<file path="src/hw/rtl/playfair_digraph_encryptor_assert.svh">
// Assertion macros for the Playfair encryptor RTL.
// Each expects clk and arst_n in scope.
`ifndef PLAYFAIR_DIGRAPH_ENCRYPTOR_ASSERT_SVH
`define PLAYFAIR_DIGRAPH_ENCRYPTOR_ASSERT_SVH

// Same-cycle implication.
`define PFE_ASSERT_IMP(lbl, ante, cons) \
	lbl: assert property (@(posedge clk) disable iff (!arst_n) (ante) |-> (cons)) \
		else $error("pfe assertion failed");

// Next-cycle implication.
`define PFE_ASSERT_NXT(lbl, ante, cons) \
	lbl: assert property (@(posedge clk) disable iff (!arst_n) (ante) |=> (cons)) \
		else $error("pfe assertion failed");

`endif

</file>
<file path="src/hw/rtl/pfe_pkg.sv">
package pfe_pkg;

	localparam int unsigned NUM_LETTERS = 26;
	localparam int unsigned SQ_CELLS    = 25;

	localparam logic [4:0] CODE_I = 5'd8;
	localparam logic [4:0] CODE_J = 5'd9;
	localparam logic [4:0] CODE_Z = 5'd25;

	localparam logic [2:0] OP_CLEAR  = 3'd0;
	localparam logic [2:0] OP_KEY    = 3'd1;
	localparam logic [2:0] OP_FINISH = 3'd2;
	localparam logic [2:0] OP_TEXT   = 3'd3;
	localparam logic [2:0] OP_END    = 3'd4;

	// Row and column of each square position
	localparam logic [2:0] ROW_OF [SQ_CELLS] = '{
		3'd0, 3'd0, 3'd0, 3'd0, 3'd0,
		3'd1, 3'd1, 3'd1, 3'd1, 3'd1,
		3'd2, 3'd2, 3'd2, 3'd2, 3'd2,
		3'd3, 3'd3, 3'd3, 3'd3, 3'd3,
		3'd4, 3'd4, 3'd4, 3'd4, 3'd4
	};
	localparam logic [2:0] COL_OF [SQ_CELLS] = '{
		3'd0, 3'd1, 3'd2, 3'd3, 3'd4,
		3'd0, 3'd1, 3'd2, 3'd3, 3'd4,
		3'd0, 3'd1, 3'd2, 3'd3, 3'd4,
		3'd0, 3'd1, 3'd2, 3'd3, 3'd4,
		3'd0, 3'd1, 3'd2, 3'd3, 3'd4
	};

	typedef struct packed {
		logic clear;
		logic app_key;
		logic app_walk;
		logic walk_start;
		logic set_ready;
		logic pend_set;
		logic pair_start;
		logic end_start;
		logic rd_b;
		logic cap_pa;
		logic calc;
		logic rd_c2;
		logic cap_c1;
		logic load_out;
	} cmd_t;

	typedef struct packed {
		logic ready;
		logic pend_vld;
		logic letter_ok;
		logic walk_done;
		logic out_free;
	} sts_t;

	function automatic logic [2:0] inc5(input logic [2:0] x);
		logic [2:0] r;
		r = (x == 3'd4) ? 3'd0 : x + 3'd1;
		return r;
	endfunction

	function automatic logic [4:0] cell_idx(input logic [2:0] row, input logic [2:0] col);
		logic [4:0] r;
		r = {row, 2'b00} + {2'b00, row} + {2'b00, col};
		return r;
	endfunction

endpackage

</file>
<file path="src/hw/rtl/pfe_ram.sv">
module pfe_ram #(
	parameter int unsigned WIDTH = 5,
	parameter int unsigned DEPTH = 32
) (
	input  logic                     clk,
	input  logic                     we,
	input  logic [$clog2(DEPTH)-1:0] waddr,
	input  logic [WIDTH-1:0]         wdata,
	input  logic [$clog2(DEPTH)-1:0] raddr,
	output logic [WIDTH-1:0]         rdata
);

	logic [WIDTH-1:0] mem_q [DEPTH];

	always_ff @(posedge clk) begin
		if (we) begin
			mem_q[waddr] <= wdata;
		end
		rdata <= mem_q[raddr];
	end

endmodule

</file>
<file path="src/hw/rtl/pfe_datapath.sv">
module pfe_datapath (
	input  logic          clk,
	input  logic          arst_n,
	input  pfe_pkg::cmd_t cmd,
	output pfe_pkg::sts_t sts,
	input  logic [4:0]    letter,
	input  logic          cfg_we,
	input  logic [4:0]    cfg_data,
	input  logic          out_stall,
	output logic          out_valid,
	output logic [4:0]    cipher_first,
	output logic [4:0]    cipher_second
);
	import pfe_pkg::*;

	logic [4:0]             filler_q;
	logic [NUM_LETTERS-1:0] used_q;
	logic [4:0]             fill_q;
	logic                   ready_q;
	logic [4:0]             pend_q;
	logic                   pend_vld_q;
	logic [4:0]             walk_q;
	logic                   out_vld_q;
	logic [4:0]             a_q, b_q, pa_q, idx1_q, idx2_q, c1_q;
	logic [4:0]             first_q, second_q;

	logic [4:0] letter_f, filler_c, filler_f, app_letter;
	logic       app_en, pend_eq, out_free;
	logic [4:0] pos_rdata, sq_rdata, pos_raddr, sq_raddr;
	logic [2:0] ra, ca, rb, cb;
	logic [4:0] idx1_d, idx2_d;

	assign letter_f = (letter == CODE_J) ? CODE_I : letter;
	assign filler_c = (filler_q > CODE_Z) ? CODE_Z : filler_q;
	assign filler_f = (filler_c == CODE_J) ? CODE_I : filler_c;
	assign pend_eq  = (pend_q == letter_f);
	assign out_free = !out_vld_q || !out_stall;

	// j never enters the square on the alphabet walk
	assign app_letter = cmd.app_walk ? walk_q : letter_f;
	assign app_en = (cmd.app_key || (cmd.app_walk && walk_q != CODE_J))
		&& (app_letter < 5'(NUM_LETTERS)) && !used_q[app_letter]
		&& (fill_q < 5'(SQ_CELLS));

	assign pos_raddr = cmd.rd_b ? b_q : a_q;
	assign sq_raddr  = cmd.rd_c2 ? idx2_q : idx1_q;

	pfe_ram #(.WIDTH(5), .DEPTH(NUM_LETTERS)) u_pos_ram (
		.clk   (clk),
		.we    (app_en),
		.waddr (app_letter),
		.wdata (fill_q),
		.raddr (pos_raddr),
		.rdata (pos_rdata)
	);

	pfe_ram #(.WIDTH(5), .DEPTH(SQ_CELLS)) u_sq_ram (
		.clk   (clk),
		.we    (app_en),
		.waddr (fill_q),
		.wdata (app_letter),
		.raddr (sq_raddr),
		.rdata (sq_rdata)
	);

	// Rectangle, row and column rules
	always_comb begin
		ra = ROW_OF[pa_q];
		ca = COL_OF[pa_q];
		rb = ROW_OF[pos_rdata];
		cb = COL_OF[pos_rdata];
		if (ra == rb) begin
			idx1_d = cell_idx(ra, inc5(ca));
			idx2_d = cell_idx(rb, inc5(cb));
		end else if (ca == cb) begin
			idx1_d = cell_idx(inc5(ra), ca);
			idx2_d = cell_idx(inc5(rb), cb);
		end else begin
			idx1_d = cell_idx(ra, cb);
			idx2_d = cell_idx(rb, ca);
		end
	end

	always_ff @(posedge clk or negedge arst_n) begin
		if (!arst_n) begin
			filler_q   <= CODE_Z;
			used_q     <= '0;
			fill_q     <= '0;
			ready_q    <= 1'b0;
			pend_vld_q <= 1'b0;
			walk_q     <= '0;
			out_vld_q  <= 1'b0;
		end else begin
			if (cfg_we) begin
				filler_q <= cfg_data;
			end
			if (cmd.clear) begin
				used_q     <= '0;
				fill_q     <= '0;
				ready_q    <= 1'b0;
				pend_vld_q <= 1'b0;
			end else begin
				if (app_en) begin
					used_q[app_letter] <= 1'b1;
					fill_q             <= fill_q + 5'd1;
				end
				if (cmd.set_ready) begin
					ready_q <= 1'b1;
				end
				if (cmd.pend_set) begin
					pend_vld_q <= 1'b1;
				end else if (cmd.end_start || (cmd.pair_start && !pend_eq)) begin
					pend_vld_q <= 1'b0;
				end
			end
			if (cmd.walk_start) begin
				walk_q <= '0;
			end else if (cmd.app_walk) begin
				walk_q <= walk_q + 5'd1;
			end
			if (cmd.load_out) begin
				out_vld_q <= 1'b1;
			end else if (!out_stall) begin
				out_vld_q <= 1'b0;
			end
		end
	end

	always_ff @(posedge clk) begin
		if (cmd.pend_set) begin
			pend_q <= letter_f;
		end
		if (cmd.pair_start) begin
			a_q <= pend_q;
			b_q <= pend_eq ? filler_f : letter_f;
		end else if (cmd.end_start) begin
			a_q <= pend_q;
			b_q <= filler_f;
		end
		if (cmd.cap_pa) begin
			pa_q <= pos_rdata;
		end
		if (cmd.calc) begin
			idx1_q <= idx1_d;
			idx2_q <= idx2_d;
		end
		if (cmd.cap_c1) begin
			c1_q <= sq_rdata;
		end
		if (cmd.load_out) begin
			first_q  <= c1_q;
			second_q <= sq_rdata;
		end
	end

	assign sts.ready     = ready_q;
	assign sts.pend_vld  = pend_vld_q;
	assign sts.letter_ok = (letter < 5'(NUM_LETTERS));
	assign sts.walk_done = (walk_q == 5'(NUM_LETTERS - 1));
	assign sts.out_free  = out_free;

	assign out_valid     = out_vld_q;
	assign cipher_first  = first_q;
	assign cipher_second = second_q;

endmodule

</file>
<file path="src/hw/rtl/pfe_ctrl.sv">
`include "playfair_digraph_encryptor_assert.svh"

module pfe_ctrl (
	input  logic          clk,
	input  logic          arst_n,
	input  logic          in_valid,
	input  logic [2:0]    operation,
	input  pfe_pkg::sts_t sts,
	output logic          in_stall,
	output pfe_pkg::cmd_t cmd
);
	import pfe_pkg::*;

	localparam logic [2:0] S_IDLE = 3'd0;
	localparam logic [2:0] S_WALK = 3'd1;
	localparam logic [2:0] S_RDA  = 3'd2;
	localparam logic [2:0] S_RDB  = 3'd3;
	localparam logic [2:0] S_CALC = 3'd4;
	localparam logic [2:0] S_RC1  = 3'd5;
	localparam logic [2:0] S_RC2  = 3'd6;
	localparam logic [2:0] S_OUT  = 3'd7;

	logic [2:0] state_q, state_d;
	logic       accept;

	assign in_stall = (state_q != S_IDLE);
	assign accept   = in_valid && (state_q == S_IDLE);

	always_comb begin
		cmd     = '0;
		state_d = state_q;
		unique case (state_q)
			S_IDLE: begin
				if (in_valid) begin
					unique case (operation)
						OP_CLEAR: begin
							cmd.clear = 1'b1;
						end
						OP_KEY: begin
							cmd.app_key = !sts.ready && sts.letter_ok;
						end
						OP_FINISH: begin
							cmd.walk_start = 1'b1;
							state_d        = S_WALK;
						end
						OP_TEXT: begin
							if (sts.ready && sts.letter_ok) begin
								if (!sts.pend_vld) begin
									cmd.pend_set = 1'b1;
								end else begin
									cmd.pair_start = 1'b1;
									state_d        = S_RDA;
								end
							end
						end
						OP_END: begin
							if (sts.ready && sts.pend_vld) begin
								cmd.end_start = 1'b1;
								state_d       = S_RDA;
							end
						end
						default: begin
						end
					endcase
				end
			end
			S_WALK: begin
				cmd.app_walk = 1'b1;
				if (sts.walk_done) begin
					cmd.set_ready = 1'b1;
					state_d       = S_IDLE;
				end
			end
			S_RDA: begin
				state_d = S_RDB;
			end
			S_RDB: begin
				cmd.rd_b   = 1'b1;
				cmd.cap_pa = 1'b1;
				state_d    = S_CALC;
			end
			S_CALC: begin
				cmd.calc = 1'b1;
				state_d  = S_RC1;
			end
			S_RC1: begin
				state_d = S_RC2;
			end
			S_RC2: begin
				cmd.rd_c2  = 1'b1;
				cmd.cap_c1 = 1'b1;
				state_d    = S_OUT;
			end
			S_OUT: begin
				// hold the second cell on the read port until the output frees
				cmd.rd_c2 = 1'b1;
				if (sts.out_free) begin
					cmd.load_out = 1'b1;
					state_d      = S_IDLE;
				end
			end
			default: begin
				state_d = S_IDLE;
			end
		endcase
	end

	always_ff @(posedge clk or negedge arst_n) begin
		if (!arst_n) begin
			state_q <= S_IDLE;
		end else begin
			state_q <= state_d;
		end
	end

	`PFE_ASSERT_NXT(a_walk_exit, state_q == S_WALK && sts.walk_done, state_q == S_IDLE)
	`PFE_ASSERT_NXT(a_pair_go, accept && operation == OP_TEXT && sts.ready && sts.letter_ok && sts.pend_vld, state_q == S_RDA)
	`PFE_ASSERT_IMP(a_out_load, state_q == S_OUT && sts.out_free, cmd.load_out)

endmodule

</file>
<file path="src/hw/rtl/playfair_digraph_encryptor.sv">
// Playfair encryptor over letter codes 0 to 25, j folded into i.
// Input channel: in_valid / in_stall with operation and letter; an item is
// taken when in_valid is high and in_stall low. Operations: clear key, key
// letter, finish key square, text letter, end of text.
// Output channel: out_valid / out_stall with cipher_first and cipher_second.
// Filler letter: cfg_valid / cfg_ready write port, always ready; write it
// only while the block is idle.
// Per item: clear, key letter and a text letter that only becomes pending
// are done in the idle state. Finish key walks the alphabet one letter a
// cycle into the square memories. An item that completes a pair passes
// through RDA and RDB (two reads of the position memory), CALC for the
// row/column rules, RC1 and RC2 (two reads of the square memory), all on
// single read ports, and OUT; out_valid rises once OUT loads the output.
// When out_stall holds a result, the next item is still taken; a second
// result waits in the final state until the output register frees.
// Reset clears the key square (not ready), any pending letter and the
// output, and sets the filler letter to z.
module playfair_digraph_encryptor (
	input  logic       clk,
	input  logic       arst_n,
	input  logic       in_valid,
	output logic       in_stall,
	input  logic [2:0] operation,
	input  logic [4:0] letter,
	output logic       out_valid,
	input  logic       out_stall,
	output logic [4:0] cipher_first,
	output logic [4:0] cipher_second,
	input  logic       cfg_valid,
	output logic       cfg_ready,
	input  logic [4:0] filler_letter
);
	import pfe_pkg::*;

	cmd_t cmd;
	sts_t sts;

	assign cfg_ready = 1'b1;

	pfe_ctrl u_ctrl (
		.clk       (clk),
		.arst_n    (arst_n),
		.in_valid  (in_valid),
		.operation (operation),
		.sts       (sts),
		.in_stall  (in_stall),
		.cmd       (cmd)
	);

	pfe_datapath u_datapath (
		.clk           (clk),
		.arst_n        (arst_n),
		.cmd           (cmd),
		.sts           (sts),
		.letter        (letter),
		.cfg_we        (cfg_valid),
		.cfg_data      (filler_letter),
		.out_stall     (out_stall),
		.out_valid     (out_valid),
		.cipher_first  (cipher_first),
		.cipher_second (cipher_second)
	);

endmodule
</file>
<file path="config.mk">
export PLATFORM = sky130hd
export DESIGN_NAME = playfair_digraph_encryptor
export DESIGN_NICKNAME = d
export VERILOG_FILES = /design/src/hw/rtl/pfe_pkg.sv /design/src/hw/rtl/pfe_ram.sv /design/src/hw/rtl/pfe_datapath.sv /design/src/hw/rtl/pfe_ctrl.sv /design/src/hw/rtl/playfair_digraph_encryptor.sv
export VERILOG_INCLUDE_DIRS = /design/src /design/src/hw/rtl
export SDC_FILE = /design/constraint.sdc
export NUM_CORES = 1
export LEC_CHECK = 0
export ABC_CLOCK_PERIOD_IN_PS = 5300
export BUFFER_PORTS_ARGS = -buffer_cell sky130_fd_sc_hd__buf_2
export CAP_MARGIN = 30
export CORE_UTILIZATION = 55
export DETAILED_ROUTE_END_ITERATION = 7
export PLACE_DENSITY = 0.73
export SLEW_MARGIN = 20
export SYNTH_ARGS = -nofsm -noshare
export SYNTH_HDL_FRONTEND = slang
export SYNTH_SLANG_ARGS = --single-unit
</file>
<file path="constraint.sdc">
create_clock -name clk -period 5.3 [get_ports clk]
set_input_delay 0.265 -clock clk [delete_from_list [all_inputs] [get_ports clk]]
set_output_delay 0.265 -clock clk [all_outputs]
set_load 0.02 [all_outputs]
</file>
# Word level (Yosys, flattened, before mapping)

Memory sizes are Yosys's and may differ from the RTL's. A register that Yosys moved wholly into a read port is not among the register bits.
Cells that the tools add are included.

$add $sub $neg: 16
Order comparisons: 8
Eq/ne operators: 30
Muxes and demuxes: 78
Bitwise operators: 3
Reductions and logical operators: 27

Operators with widths:

| cell                                                                   | count |
|---|---|
| 5-bit 2-to-1 mux                                                       | 19 |
| 3-bit 2-to-1 mux                                                       | 20 |
| 26-bit 2-to-1 mux                                                      | 2 |
| 5-bit by 3-bit adder with 5-bit output                                 | 10 |
| 1-bit 2-to-1 mux                                                       | 28 |
| 3-bit equality test (second input constant)                            | 9 |
| 26-bit bitwise OR                                                      | 1 |
| 3-bit one-hot mux with 8 select lines                                  | 1 |
| 5-bit < comparator (second input constant)                             | 3 |
| 3-bit by 1-bit adder with 3-bit output (second input constant)         | 4 |
| 3-bit by 2-bit equality test with 1-bit output (second input constant) | 4 |
| 6-bit greater-or-equal comparator (second input constant)              | 2 |
| 5-bit NOT with 6-bit output                                            | 2 |
| 5-bit by 1-bit adder with 5-bit output (second input constant)         | 2 |
| 5-bit by 4-bit equality test with 1-bit output (second input constant) | 2 |
| 2-bit 2-to-1 mux                                                       | 5 |
| 1-bit logical AND                                                      | 9 |
| 3-bit one-hot mux with 3 select lines                                  | 1 |
| 2-bit nonzero test                                                     | 4 |
| 7-bit AND reduction                                                    | 1 |
| 3-bit by 1-bit equality test with 1-bit output (second input constant) | 2 |
| 3-bit equality test                                                    | 2 |
| 3-bit logical NOT                                                      | 2 |
| 5-bit by 6-bit < comparator with 1-bit output (second input constant)  | 1 |
| other kinds (16)                                                       | 26 |

Register bits after elaboration: 92
Memory bits (writable): 255
ROM bits: 384
Output and inout port bits: 13
Logic and storage cells: 185
Memories: 6

Memories:

| memory                     | depth | width | read ports | clocked after memory_dff | write ports | line               | source |
|---|---|---|---|---|---|---|---|
| u_datapath.u_pos_ram.mem_q | 26    | 5     | 1          | 1                        | 1           | pfe_ram.sv:13      | `logic [WIDTH-1:0] mem_q [DEPTH];` |
| u_datapath.u_sq_ram.mem_q  | 25    | 5     | 1          | 1                        | 1           | pfe_ram.sv:13      |  |
| (no name shown)            | 32    | 3     | 1          | 0                        | 0           | pfe_datapath.sv:68 | `ra = ROW_OF[pa_q];` |
| (no name shown)            | 32    | 3     | 1          | 0                        | 0           | pfe_datapath.sv:69 | `ca = COL_OF[pa_q];` |
| (no name shown)            | 32    | 3     | 1          | 0                        | 0           | pfe_datapath.sv:70 | `rb = ROW_OF[pos_rdata];` |
| (no name shown)            | 32    | 3     | 1          | 0                        | 0           | pfe_datapath.sv:71 | `cb = COL_OF[pos_rdata];` |

# Depth between registers and ports, before layout

Depth in word-level cells: 11
Gate-level depth with buffers: 15
Gate-level depth less buffers: 15

# By module

A second synthesis with hierarchy kept.

Cells, all modules: 1156
Area, all modules: 16520.8 sq um

Modules (own cells, without submodules):

| module                         | instances | cells each | area an instance (sq um) | sequential area each (sq um) |
|---|---|---|---|---|
| pfe_datapath                   | 1         | 524        | 5715.5                   | 2456.1 |
| pfe_ram (u_datapath.u_pos_ram) | 1         | 315        | 5368.9                   | 4003.8 |
| pfe_ram (u_datapath.u_sq_ram)  | 1         | 272        | 5078.6                   | 3853.7 |
| pfe_ctrl                       | 1         | 43         | 346.6                    | 75.1 |
| playfair_digraph_encryptor     | 1         | 2          | 11.3                     | 0.0 |

# Worst setup path after synthesis

Ideal clock, no wire load.

Path kind: flip-flop to flip-flop
Start point: register u_ctrl.state_q[2]
End point: memory u_datapath.u_pos_ram.mem_q[10][0] (enable)
Arrival time: 3113 ps
Data required time: 4926 ps
Setup slack: 1814 ps
Cell stages (with the launch flop): 11
Path buffers: 2
Period minus slack after synthesis: 3486 ps
Cell sequence: dfrtp_1 buf_2 nor3b_2 mux2i_1 inv_1 nand2_1 a311oi_1 a2111oi_4 nand2_2 buf_2 nor3_1

Word-level cells in the longest chain between the ends: 10

RTL lines:

| item                                               | line               | source |
|---|---|---|
| start, declared                                    | pfe_ctrl.sv:23     | `logic [2:0] state_q, state_d;` |
| start signal, assigned                             | pfe_ctrl.sv:112    | `state_q <= state_d;` |
| 3-bit by 1-bit equality test with 1-bit output (*) | pfe_ctrl.sv:32     | `unique case (state_q)` |
| 1-bit 2-to-1 mux (*)                               | pfe_ctrl.sv:32     |  |
| 5-bit 2-to-1 mux (*)                               | pfe_datapath.sv:40 | `assign app_letter = cmd.app_walk ? walk_q : letter_f;` |
| via u_datapath.app_letter[4]                       | pfe_datapath.sv:27 | `logic [4:0] letter_f, filler_c, filler_f, app_letter;` |
| 1-bit binary-select mux with 5-bit select          | pfe_datapath.sv:42 | `&& (app_letter < 5'(NUM_LETTERS)) && !used_q[app_letter]` |
| 1-bit 2-to-1 mux (not written as such)             | pfe_datapath.sv:42 |  |
| 1-bit logical NOT                                  | pfe_datapath.sv:42 |  |
| 1-bit logical AND                                  | pfe_datapath.sv:42 |  |
| 1-bit logical AND                                  | pfe_datapath.sv:43 | `&& (fill_q < 5'(SQ_CELLS));` |
| 1-bit 2-to-1 mux                                   | pfe_ram.sv:16      | `if (we) begin` |
| 1-bit 2-to-1 mux (not written as such)             | pfe_ram.sv:17      | `mem_q[waddr] <= wdata;` |
| end, declared                                      | pfe_ram.sv:13      |  |

The timed path passes the listed nets; every way through them passes the cells marked *. The select of a mux whose other input is x is not followed.

# Worst setup path after layout

Start point: register u_ctrl.state_q[0]
End point: memory u_datapath.u_pos_ram.mem_q[13][4] (enable)

The elaborated chain is that of the path after synthesis.

==> metrics.csv <==
metric,value,unit
final hold viol count,0,
storage element area,10400,um^2
pre-CTS setup slack,1080,ps
Final ANT Viol Nets,0,
LEAKAGE,6.94,nW
skew final,20.8,ps
Critical Path RT,5460,ps
DRT iter0 DRCs,957,
"most common cell after layout, fill and taps aside",edfxtp_1,
TritonCTS buffer count,37,
Synth Flop Type,edfxtp_1,
DR DRC count,0,
post-synthesis sequential area ratio,62.7,%
largest net degree at the start of global routing,48,
Setup crit end kind,register,
Final Cycle Share,80.7,%
XOR/XNOR Fraction of Synth Area,1.74,%
Rows,63,
Worst-Skew Late Latency,530,ps
clk slew on worst S/H paths,60,ps
CP Class,reg2reg,
CP Max Fanout,26,
Syn Inst Count,1142,
H-tree depth,2,
Hold Crit Endpoint,u_datapath.filler_q[2],
"EDFF count, synth",300,
Synth Area in Compound Gates,7.95,%
Pins Over Slew Limit,0,
worst vdd ir,0.368,mV
R2R Path End,u_datapath.u_pos_ram.mem_q[13][4],
initial antenna violation count,0,
Core ar.,29600,um^2
Unique masters post-synth,72,
startpoint class of the critical path,register,
final setup violation count,0,
final worst setup slack,1020,ps
worst rel slew slack,37.7,%
R2R setup slack,1020,ps
layout cell share with drive strength beyond 1,17.1,%
largest family of logic cells by synthesized area,multiplexers,
Die ar.,30800,um^2
die width,176,um
post-synthesis mux area share,11.9,%
Initial Util,55.9,%
Mapped Area,16600,um^2
input/output buffers,29,
Reg2Reg Depth,11,
asr flop ratio synth,13.2,%
max_cap viols,0,
reg2reg start,u_ctrl.state_q[0],
All-Layer GR Usage,23.3,%
global-route wire length before repair,54700,um
synthesis-stage register bit count,357,
FILL cells,2211,
Cell Pwr Density,573,nW/um^2
Period minus WS final,4280,ps
yosys warns,0,
Num Clock Sinks,357,
Hold Startpoint,cfg_valid,
CTS resizes,0,
RSZ-0062 raised after global routing,no,
Post-Syn Nets,1216,
Min-Delay Path Depth,2,
routability cong.,0.836,
area occupied by multi-input gates,5770,um^2
Clock Tree Buf Depth,3,
vias per inst,6.04,
Hold WC Path Type,in2reg,
Initial DRT Pass Iterations,5,
CTS tree,yes,
"commonest cells after routing, fill and taps aside","edfxtp_1 (300), nand2_1 (67), nor2_1 (61)",
Setup TNS Final,0,ps
Least-Margin Pin Slew,915,ps
status,completed,
Die H,176,um
area growth from synthesis to layout,12.1,%
hpwl dp,22500,um
vias in the first global route,9787,
drt wl/cell,21.5,um
diode count,0,
grt ovf,0,
Post-Route WL,34500,um
Root Driver,clkbuf_16,
Top Ports,31,
Final Net Count,1260,
area share of fa/ha/maj cells after synthesis,4.59,%
post-synthesis simple-gate area fraction,8.14,%
Syn Area/Cell,14.5,um^2
worst path arrival time,4440,ps
fmax,234,MHz
Vias,9693,
-- critical path: stages (launching register included) --
cell and delay, ps:
dfrtp_1 580, nor3b_2 230, buf_4 240, mux2i_1 370, inv_1 70, buf_4 230
nand2_1 270, a311oi_1 130, a2111oi_4 540, nand2_2 370, buf_4 340, nor3_1 530
-- state kept, by name, summed over array words and instances, names as in the netlist --
name and cells:
u_datapath.u_sq_ram.mem_q 125, u_datapath.ready_q 1, u_datapath.c1_q 5, u_datapath.idx1_q 5, u_datapath.cipher_first 5, u_datapath.cipher_second 5, u_datapath.u_sq_ram.rdata 5, u_datapath.fill_q 5
u_datapath.a_q 5, u_datapath.b_q 5, u_datapath.u_pos_ram.mem_q 130, u_datapath.walk_q 5, u_datapath.pend_q 5, u_datapath.idx2_q 5, u_datapath.pend_vld_q 1, u_datapath.u_pos_ram.rdata 5
u_ctrl.state_q 3, u_datapath.used_q 26, u_datapath.out_valid 1, u_datapath.pa_q 5, u_datapath.filler_q 5
-- metrics by stage --
step           power [W]  std cells  hold slack, ps  cell area (um^2)  utilization (%)
6_report          0.0106       1604            63.9             18600             62.7
5_1_grt           0.0113       1604            64.3             18600             62.7
4_1_cts           0.0107       1600            48.1             18500             62.5
3_5_place_dp     0.00814       1526             401             17300             58.3
3_3_place_gp     0.00804       1522             399             17200             58.0
2_1_floorplan    0.00695       1142           -30.6             16600                -
-- worst max-delay path by stage --
stage,slack (ps),cells after the start,startpoint,endpoint
after floorplan,1810,10,u_ctrl.state_q[2],u_datapath.u_pos_ram.mem_q[10][0]
after global placement,1220,11,u_ctrl.state_q[0],u_datapath.u_pos_ram.mem_q[12][0]
after detailed placement,1080,10,u_ctrl.state_q[0],u_datapath.u_pos_ram.mem_q[10][0]
after CTS,1070,11,u_ctrl.state_q[0],u_datapath.u_pos_ram.mem_q[12][4]
after global routing,670,11,u_ctrl.state_q[0],u_datapath.u_pos_ram.mem_q[12][0]
final,1020,11,u_ctrl.state_q[0],u_datapath.u_pos_ram.mem_q[13][4]
-- cell usage after synthesis (10+ instances only) --
master | number | area (um^2)
a211oi_1 | 27 | 203
a21o_1 | 17 | 128
a21oi_1 | 40 | 200
and3_1 | 29 | 181
buf_2 | 20 | 100
clkbuf_1 | 35 | 131
dfrtp_1 | 44 | 1100
dfxtp_1 | 10 | 200
edfxtp_1 | 300 | 9010
ha_1 | 48 | 601
inv_1 | 45 | 169
mux2_2 | 18 | 203
mux2i_1 | 65 | 651
mux4_2 | 50 | 1130
nand2_1 | 67 | 251
nand2b_1 | 12 | 75.1
nand3_1 | 10 | 50.1
nor2_1 | 61 | 229
nor2b_1 | 29 | 181
nor3_1 | 27 | 135
o21ai_0 | 16 | 80.1
o41ai_1 | 12 | 105
xnor2_1 | 21 | 184
xor2_1 | 12 | 105
-- power by group --
part	internal (W)	leakage, nW	switching [W]
Sequential	0.00363	3.44	0.000279
Clock	0.00148	0.567	0.00104
Combinational	0.00177	2.93	0.00244
Total	0.00688	6.94	0.00376
-- layout make-up --
type,instances,area share [%]
sequential,357,55.9
inverter,46,0.943
multi-input combinational,670,31.1
clock buffer,51,5.37
tap,390,2.63
clock inverter,16,0.997
timing repair buffer,74,3.06
-- cells by family after synthesis --
family / after synthesis
fa+ha+maj: 56
simple gates: 267
flops: 357
compound gates: 180
other cells: 1
xor+xnor: 33
mux: 133
buf+inv: 115
-- layer usage --
layer / share of wire [%] / GRT usage [%] / wire length, um
met2: 48 / 37.4 / 16700
met1: 43 / 32.2 / 14700
met5: 0 / 0 / 0
met3: 6.3 / 4.11 / 2170
met4: 2.5 / 8.08 / 875
-- repair_timing --
action                                  CTS  global route
hold buffers                              7             0
hold endpoints to repair                 50             0
buffers inserted                          0             0
endpoints found under the setup margin    0             0
Power figures use the tool's default switching activity.
